==> src/rtl/per_ap_client_tracker_unit_defines.svh <==
// Assertion macros for the per-AP client tracker.
// Included by the top level; expects clk and rst_n in the including scope.
`ifndef PER_AP_CLIENT_TRACKER_UNIT_DEFINES_SVH
`define PER_AP_CLIENT_TRACKER_UNIT_DEFINES_SVH

// Same-cycle implication, disabled during reset
`define PACT_ASSERT_IMP(lbl, ante, cons) \
    lbl: assert property (@(posedge clk) disable iff (!rst_n) (ante) |-> (cons)) \
        else $error("tracker check failed");

// Next-cycle implication, disabled during reset
`define PACT_ASSERT_NXT(lbl, ante, cons) \
    lbl: assert property (@(posedge clk) disable iff (!rst_n) (ante) |=> (cons)) \
        else $error("tracker check failed");

`endif

==> src/rtl/pact_ram.sv <==
// Generic simple dual-port RAM: one write port, one read port, registered read.
// No dependencies.
`default_nettype none

module pact_ram #(
    parameter int WIDTH = 8,
    parameter int DEPTH = 16,
    localparam int AW = (DEPTH > 1) ? $clog2(DEPTH) : 1
) (
    input  wire logic             clk,
    input  wire logic             wr_en,
    input  wire logic [AW-1:0]    wr_addr,
    input  wire logic [WIDTH-1:0] wr_data,
    input  wire logic             rd_en,
    input  wire logic [AW-1:0]    rd_addr,
    output logic      [WIDTH-1:0] rd_data
);

    logic [WIDTH-1:0] mem [DEPTH];

    // Write, and register the read word
    always_ff @(posedge clk)
    begin
        if (wr_en)
        begin
            mem[wr_addr] <= wr_data;
        end
        if (rd_en)
        begin
            rd_data <= mem[rd_addr];
        end
    end

endmodule

`default_nettype wire

==> config.mk <==
export PLATFORM = sky130hd
export DESIGN_NAME = pact_ram
export DESIGN_NICKNAME = d
export VERILOG_FILES = /design/src/rtl/per_ap_client_tracker_unit_defines.svh /design/src/rtl/pact_ram.sv
export SDC_FILE = /design/constraint.sdc
export NUM_CORES = 1
export LEC_CHECK = 0
export BUFFER_PORTS_ARGS = -buffer_cell sky130_fd_sc_hd__buf_2
export CAP_MARGIN = 10
export CORE_MARGIN = 5
export CORE_UTILIZATION = 55
export CTS_CLUSTER_DIAMETER = 50
export DETAILED_ROUTE_END_ITERATION = 6
export GPL_TIMING_DRIVEN = 0
export PLACE_DENSITY = 0.74
export SLEW_MARGIN = 0
export SYNTH_ARGS = -nofsm -noshare
export SYNTH_HDL_FRONTEND = slang
export SYNTH_SLANG_ARGS = --single-unit
==> constraint.sdc <==
create_clock -name clk -period 2.7 [get_ports clk]
set_input_delay 0.54 -clock clk [delete_from_list [all_inputs] [get_ports clk]]
set_output_delay 0.54 -clock clk [all_outputs]
set_load 0.02 [all_outputs]
==> results of run 1 <==
-- cell families (layout without fill, tap and decap cells) --
logic type             after synthesis  in the layout  synth area share, %
multiplexers                        32             32                 14.8
flip-flops                         136            136                 78.1
AND/OR/NAND/NOR                     35             35                 3.14
AO/OA/AOI/OAI                       16             16                 2.30
buffers and inverters               10             69                 1.65
-- metal layers --
layer,track usage (%),up-vias,wire [um]
met5,0,-,0
met2,29.6,98,4900
met1,24.8,1246,3930
met3,5.10,6,667
li1,-,1076,-
met4,7.21,0,117
-- power groups by stage --
| stage | clock, mW | combinational, mW | sequential (mW) |
|---|---|---|---|
| 3_3_place_gp | 0 | 0.226 | 2.43 |
| 5_1_grt | 2.11 | 0.250 | 2.39 |
| 3_5_place_dp | 0 | 0.233 | 2.43 |
| 4_1_cts | 1.98 | 0.233 | 2.39 |
| 6_report | 1.97 | 0.230 | 2.39 |
| 2_1_floorplan | 0 | 0.120 | 2.45 |
-- flip-flops by register name, indices dropped and copies added, names as in the netlist --
register / flops
mem: 128
rd_data: 8
-- final cells by class --
| cell class | instances | area [um2] | share of cell area [%] |
|---|---|---|---|
| well taps | 129 | 161 | 2.67 |
| clock buffers | 19 | 422 | 6.98 |
| plain buffers | 10 | 86.3 | 1.43 |
| repair buffers | 28 | 143 | 2.36 |
| multi-input cells | 83 | 1060 | 17.5 |
| clock inverters | 12 | 86.3 | 1.43 |
| flip-flops and latches | 136 | 4080 | 67.6 |
-- synth_stat cells, drive strengths merged --
library cell and count:
and2b 1, nand2 9, nor3 4, or3b 1, mux4 32, nand2b 2, clkdlybuf4s25 3, buf 7
nor2 13, nand3 1, edfxtp 136, and2 1, a22oi 16, nand3b 2, nor2b 1
-- stage by stage --
step	utilization, %	area, um2	worst slack, ns	hold WS, ns	total power [mW]
5_1_grt	65.4	6040	0.903	0.362	4.76
3_5_place_dp	59.7	5510	0.117	0.753	2.67
2_1_floorplan	-	5230	0.667	0.639	2.57
4_1_cts	65.2	6020	0.653	0.357	4.61
6_report	65.4	6040	0.958	0.365	4.59
3_3_place_gp	59.7	5510	0.113	0.734	2.66
-- worst min-delay path by stage --
stage | start | end | slack (ns) | cells after the start
2_1_floorplan | wr_data[0] | mem[0][0] | 0.64 | 0
3_3_place_gp | mem[8][1] | rd_data[1] | 0.73 | 3
3_5_place_dp | mem[10][4] | rd_data[4] | 0.75 | 3
4_1_cts | rd_en | rd_data[0] | 0.36 | 1
5_1_grt | rd_en | rd_data[0] | 0.36 | 1
6_report | rd_en | rd_data[1] | 0.36 | 1
==> results.json, run 1 <==
{
  "status": "complete, no violations",
  "rows": 35,
  "drive_above_1_share_pct": 28.8,
  "core_um2": 9240,
  "slowest_delay_ns": 0.69,
  "gr-total-overflow": 0,
  "drc": 0,
  "cpMaxStageDelayCell": "nor2_1",
  "wl_per_cell_um": 23.1,
  "clk_latency_ns": 0.51,
  "cp-end-kind": "register",
  "rr_endpoint": "rd_data[0]",
  "start_kind": "input port",
  "combPwrFrac_pct": 5.0,
  "n_fill_cell": 596,
  "cts.sinks": 136,
  "timing.fmax_mhz": 574,
  "numCtsBuffers": 17,
  "r2r_cells": 3,
  "rsz0062_at_grt": "no",
  "grtUsageTotal_pct": 18.6,
  "dp_hpwl_um": 6050,
  "finalSetupTns_ns": 0,
  "drv_cap": 0,
  "synthCells": 229,
  "finalNonFillerCells": 417,
  "io_pins": 27,
  "synth.distinct_cells": 18,
  "fin_skew_ns": 0.0109,
  "cts_setup_buffers": 0,
  "first_pass_iters": 4,
  "swShare_pct": 20.2,
  "layout_common_cells": "136 x edfxtp_1, 30 x buf_2, 18 x mux4_2",
  "cts_root_buffer": "clkbuf_8",
  "finalHoldViolations": 0,
  "critPathMaxFanout": 8,
  "cp.depth": 3,
  "syn-cell-area_um2": 5230,
  "ys_seq_area_share_pct": 78.1,
  "yosysTopAreaCell": "edfxtp_1",
  "avgSynthCellArea_um2": 22.8,
  "die_height_um": 107,
  "initial_core_util_pct": 56.6,
  "endpoint": "mem[2][1]",
  "die_area_um2": 11600,
  "fin_crit_sh_pct": 64.5,
  "synth_seq_cells": 136,
  "num_vias": 2426,
  "drv_slew": 0,
  "yosysWarnings": 0,
  "detail-route-antenna-nets": 0,
  "io_buffers": 25,
  "path_class": "input port to register",
  "synth_nets": 248,
  "required_ns": 2.83,
  "post-place-cells": 383,
  "gp_congestion": 0.740,
  "synth_top_area_share_pct": 78.1,
  "intPower_mw": 3.66,
  "area_growth_pct": 15.5,
  "clkTransAtPathRegs_ns": 0.06,
  "cts_tree": "yes",
  "hp-class": "input port to register",
  "power.leakage_nw": 2.02,
  "final.min_clock_period_ns": 1.74,
  "synth_area_leaders": "edfxtp_1 78%, mux4_2 7.8%, mux4_1 7.0%, a22oi_1 2.3%, nor2_1 0.93%",
  "grt_pass1_vias": 2510,
  "worst_pin_slew_ns": 1.14,
  "power.switching_uw": 927,
  "seqPwrFrac_pct": 52.1,
  "peakVddDrop_mv": 0.408,
  "vias_per_cell": 5.82,
  "reg2reg_from": "mem[1][0]",
  "ctsResizeCount": 0,
  "cp_num_buf_inv": 1,
  "crit_start": "wr_addr[2]",
  "final_common_cell": "edfxtp_1",
  "power_density_nw_per_um2": 760,
  "fin_nets": 295,
  "n_antenna_cell": 0,
  "path_cells": "buf_2 > or3b_2 > nor2_1",
  "setup_viol": 0,
  "wl_um": 9620,
  "drt_iter0_drc": 234,
  "antenna_found_initial": 0,
  "clockBufferDepth": 2,
  "clockPowerShare_pct": 42.9,
  "reg2reg_slack_ns": 1.13,
  "slew-limit-headroom_pct": 23.5,
  "hold_buffers": 0,
  "grt_pass1_wl_um": 14700,
  "grt_max_degree": 17,
  "htree_num_levels": 4,
  "die_w_um": 107,
  "cp_top_family": "simple AND/OR/NAND/NOR gates",
  "crit_arrival_ns": 1.87
}
(Power assumes the default switching activity.)
==> run 2, diff against run 1 <==
--- a/config.mk
+++ b/config.mk
@@ -8,11 +8,11 @@
 export BUFFER_PORTS_ARGS = -buffer_cell sky130_fd_sc_hd__buf_2
 export CAP_MARGIN = 10
 export CORE_MARGIN = 5
-export CORE_UTILIZATION = 55
+export CORE_UTILIZATION = 54
 export CTS_CLUSTER_DIAMETER = 50
 export DETAILED_ROUTE_END_ITERATION = 6
 export GPL_TIMING_DRIVEN = 0
-export PLACE_DENSITY = 0.74
+export PLACE_DENSITY = 0.75
 export SLEW_MARGIN = 0
 export SYNTH_ARGS = -nofsm -noshare
 export SYNTH_HDL_FRONTEND = slang
==> constraint.sdc (replaced) <==
create_clock -name clk -period 1.6 [get_ports clk]
set_input_delay 0.32 -clock clk [delete_from_list [all_inputs] [get_ports clk]]
set_output_delay 0.32 -clock clk [all_outputs]
set_load 0.02 [all_outputs]
==> results.json, run 2 (synthesis gave the netlist of run 1 again) <==
{
  "status": "complete, no violations",
  "required_ns": 1.85,
  "die_area_um2": 11700,
  "peakVddDrop_mv": 0.858,
  "dp_hpwl_um": 6120,
  "power.switching_mw": 1.56,
  "reg2reg_from": "mem[4][3]",
  "finalSetupTns_ns": 0,
  "wl_per_cell_um": 23.4,
  "largest_reg_flops": 128,
  "cts_root_buffer": "clkbuf_8",
  "drv_cap": 0,
  "worst_pin_slew_ns": 1.25,
  "drive_above_1_share_pct": 29.4,
  "die_height_um": 108,
  "antenna_found_initial": 0,
  "cts_tree": "yes",
  "initial_core_util_pct": 54.5,
  "clkTransAtPathRegs_ns": 0.06,
  "gr-total-overflow": 0,
  "htree_num_levels": 4,
  "hp-class": "input port to register",
  "critPathMaxFanout": 1,
  "final_common_cell": "edfxtp_1",
  "cts_setup_buffers": 0,
  "fin_nets": 293,
  "regMostFlops": "mem",
  "rows": 36,
  "numCtsBuffers": 17,
  "cp-end-kind": "register",
  "seqPwrFrac_pct": 51.0,
  "whs_endpoint": "rd_data[0]",
  "total_power_mw": 7.91,
  "grt_pass1_wl_um": 14800,
  "core_um2": 9590,
  "clockPowerShare_pct": 43.9,
  "timing.fmax_mhz": 641,
  "swShare_pct": 19.7,
  "hold_buffers": 0,
  "detail-route-antenna-nets": 0,
  "ctsResizeCount": 1,
  "fin_crit_sh_pct": 97.6,
  "wl_um": 9800,
  "n_antenna_cell": 0,
  "finalHoldViolations": 0,
  "num_vias": 2430,
  "power.leakage_nw": 2.02,
  "slew-limit-headroom_pct": 15.8,
  "clk_latency_ns": 0.50,
  "min_from": "rd_en",
  "path_class": "register to register",
  "io_buffers": 25,
  "start_kind": "register",
  "r2r_cells": 3,
  "intPower_mw": 6.35,
  "rr_endpoint": "rd_data[3]",
  "first_pass_iters": 4,
  "grtUsageTotal_pct": 18.5,
  "combPwrFrac_pct": 5.0,
  "setup_viol": 0,
  "hold_path_depth": 1,
  "vias_per_cell": 5.80,
  "layout_common_cells": "136 x edfxtp_1, 28 x buf_2, 18 x mux4_2",
  "crit_arrival_ns": 1.81,
  "reg_top3": "mem (128), rd_data (8)",
  "clockBufferDepth": 2,
  "grt_max_degree": 17,
  "cts.sinks": 136,
  "rsz0062_at_grt": "no",
  "hold_slack_ns": 0.147,
  "drt_iter0_drc": 260,
  "power_density_nw_per_um2": 1300,
  "post-route-util_pct": 63.4,
  "drv_slew": 0,
  "fin_skew_ns": 0.00735,
  "post-route-cell-area_um2": 6080,
  "area_growth_pct": 16.3,
  "gp_congestion": 0.757,
  "place_area_um2": 5530,
  "drc": 0,
  "grt_pass1_vias": 2580,
  "final.min_clock_period_ns": 1.56,
  "reg2reg_slack_ns": 0.04,
  "io_pins": 27,
  "die_w_um": 108
}
==> run 2: metal layers <==
metal | part of all wire [%] | GRT usage, % | vias up
met5 | 0 | 0 | -
met4 | 1.8 | 8.39 | 0
met3 | 6.7 | 5.43 | 10
met2 | 50 | 28.3 | 96
met1 | 41 | 24.9 | 1252
li1 | - | - | 1072
==> run 2: final cells by class <==
cell class / instances / area, um2
buffer: 10 / 93.8
clock buffer: 20 / 425
clock inverter: 11 / 108
fill: 641 / 3510
multi-input combinational: 83 / 1070
sequential: 136 / 4080
tap: 133 / 166
timing repair buffer: 26 / 130
==> run 2: through the flow <==
stage                     worst slack (ns)  instances
final                               0.0387        419
after global routing                0.0181        419
after CTS                         0.000414        418
after detailed placement            -0.554        387
after global placement              -0.491        387
after floorplan                    0.00404        229
==> run 2: power by group through the flow <==
stage	sequential [mW]	combinational [mW]	clock (mW)
final	4.04	0.397	3.48
after CTS	4.04	0.400	3.53
after global routing	4.04	0.430	3.69
after global placement	4.10	0.383	0
after detailed placement	4.11	0.395	0
after floorplan	4.13	0.205	0
==> run 2: worst max-delay path by stage <==
stage | start | end
finish | mem[4][3] | rd_data[3]
global route | wr_addr[2] | mem[2][3]
CTS | mem[1][0] | rd_data[0]
detailed placement | wr_addr[2] | mem[8][3]
global placement | wr_addr[2] | mem[8][0]
floorplan | rd_addr[0] | rd_data[1]
==> run 2: critical path: stages, from the launching register on <==
cell and delay [ns]:
edfxtp_1 0.39, mux4_1 0.57, a22oi_1 0.27, nand2_1 0.09
==> run 3, diff against run 2 <==
--- a/config.mk
+++ b/config.mk
@@ -8,11 +8,14 @@
 export BUFFER_PORTS_ARGS = -buffer_cell sky130_fd_sc_hd__buf_2
 export CAP_MARGIN = 10
 export CORE_MARGIN = 5
-export CORE_UTILIZATION = 54
+export CORE_UTILIZATION = 55
+export CTS_BUF_LIST = sky130_fd_sc_hd__clkbuf_8
 export CTS_CLUSTER_DIAMETER = 50
 export DETAILED_ROUTE_END_ITERATION = 6
 export GPL_TIMING_DRIVEN = 0
-export PLACE_DENSITY = 0.75
+export MAX_ROUTING_LAYER = met4
+export PLACE_DENSITY = 0.77
+export SETUP_SLACK_MARGIN = 0.4
 export SLEW_MARGIN = 0
 export SYNTH_ARGS = -nofsm -noshare
 export SYNTH_HDL_FRONTEND = slang
==> results.json, run 3 (synthesis gave the netlist of run 1 again) <==
{
  "drt_iter0_drc": 125,
  "grt_max_degree": 17,
  "wl_per_cell_um": 22.7,
  "cpMaxStageDelayCell": "mux4_2",
  "grt_pass1_vias": 2609,
  "final_common_cell": "edfxtp_1",
  "cp_num_buf_inv": 0,
  "clockBufferDepth": 2,
  "rows": 35,
  "numCtsBuffers": 17,
  "status": "complete, no violations",
  "reg_top3": "mem (128), rd_data (8)",
  "n_antenna_cell": 0,
  "clk_latency_ns": 0.41,
  "die_area_um2": 11600,
  "cts.sinks": 136,
  "area_growth_pct": 19.2,
  "worst_pin_slew_ns": 0.844,
  "drive_above_1_share_pct": 45.1,
  "critPathMaxFanout": 1,
  "drv_slew": 0,
  "drc": 0,
  "final.min_clock_period_ns": 1.46,
  "required_ns": 1.75,
  "num_vias": 2460,
  "n_fill_cell": 559,
  "finalSetupTns_ns": 0,
  "slew-limit-headroom_pct": 43.5,
  "clkTransAtPathRegs_ns": 0.07,
  "grtUsageTotal_pct": 19.5,
  "cts_root_buffer": "clkbuf_8",
  "fin_crit_sh_pct": 91.1,
  "die_w_um": 107,
  "drv_cap": 0,
  "crit_arrival_ns": 1.61,
  "finalHoldViolations": 0,
  "power.leakage_nw": 2.01,
  "slowest_delay_ns": 0.48,
  "path_cells": "mux4_2 > a22oi_2 > nand2_1",
  "total_power_mw": 7.38,
  "io_pins": 27,
  "dp_hpwl_um": 6160,
  "path_class": "register to register",
  "fin_skew_ns": 0.00943,
  "io_buffers": 25,
  "start_kind": "register",
  "cp_top_family": "multiplexers",
  "wl_um": 9600,
  "timing.fmax_mhz": 686,
  "peakVddDrop_mv": 0.610,
  "first_pass_iters": 5,
  "vias_per_cell": 5.80,
  "cts_tree": "yes",
  "core_um2": 9240,
  "rsz0062_at_grt": "yes",
  "cp-end-kind": "register",
  "regMostFlops": "mem",
  "power_density_nw_per_um2": 1180,
  "htree_num_levels": 4,
  "gp_congestion": 0.746,
  "gr-total-overflow": 0,
  "largest_reg_flops": 128,
  "fin_nets": 302,
  "initial_core_util_pct": 56.6,
  "grt_pass1_wl_um": 15200,
  "die_height_um": 107,
  "detail-route-antenna-nets": 0,
  "setup_viol": 0,
  "antenna_found_initial": 0,
  "hp-class": "input port to register",
  "layout_common_cells": "136 x edfxtp_1, 32 x mux4_2, 25 x buf_2"
}
-- run 3: cell count changes in the layout (fill, tap and decap cells not counted), moves of 4 or more --
cell | previous run | this run
clkbuf_16 | 16 | 0
buf_12 | 0 | 6
clkbuf_8 | 1 | 17
mux4_2 | 18 | 32
buf_4 | 1 | 7
nor3_4 | 0 | 4
a22oi_2 | 1 | 10
a22oi_1 | 15 | 6
nor2_1 | 13 | 1
nor2_4 | 0 | 12
mux4_1 | 14 | 0
-- run 3: what timing repair did --
action                                  CTS  global route
hold buffers                              0             0
resized for setup                        11             9
buffers inserted                          5             5
pin swaps                                 7             9
endpoints found under the setup margin   56            50
-- run 3: per-stage QoR --
step / instances / worst slack (ns) / hold WS (ns) / area (um2) / utilization (%)
6_report: 424 / 0.142 / 0.245 / 6230 / 67.4
5_1_grt: 424 / 0.141 / 0.219 / 6230 / 67.4
4_1_cts: 419 / 0.152 / 0.220 / 6130 / 66.4
3_5_place_dp: 383 / -0.261 / 0.672 / 5620 / 60.9
3_3_place_gp: 383 / -0.292 / 0.670 / 5620 / 60.9
2_1_floorplan: 229 / 0.0796 / 0.419 / 5340 / -
-- run 3: power by group --
part / switching, mW / internal (mW) / total [mW]
Sequential: 0.0199 / 4.01 / 4.03
Clock: 1.21 / 1.67 / 2.88
Combinational: 0.273 / 0.198 / 0.470
-- run 3: layout make-up --
class                   instances  area, um2  share of cell area, %
well taps                     129        161                   2.59
repair buffers                 35        256                   4.12
plain buffers                  10        120                   1.93
multi-input cells              83       1190                   19.1
clock inverters                14        184                   2.95
clock buffers                  17        234                   3.75
flip-flops and latches        136       4080                   65.5
-- run 3: final timing paths --
path	startpoint	endpoint	slack, ns	cells after the start
worst max register to register	mem[3][4]	rd_data[4]	0.14	3
worst min-delay path	rd_en	rd_data[0]	0.24	1
worst min register to register	mem[8][2]	rd_data[2]	0.76	3
worst max-delay path	mem[3][4]	rd_data[4]	0.14	3
-- run 3: per-layer routing --
layer,share of wire [%],track usage (%),up-vias
li1,-,-,1077
met1,39,26.1,1244
met2,50,29.0,123
met3,9.1,4.86,16
met4,2.6,8.48,0
met5,0,-,-
-- run 3: worst register-to-register path, delay by kind of cell, from the launching register on --
family / cells / cell delay [ns]
mux: 1 / 0.48
flops: 1 / 0.38
compound gates: 1 / 0.24
simple gates: 1 / 0.11
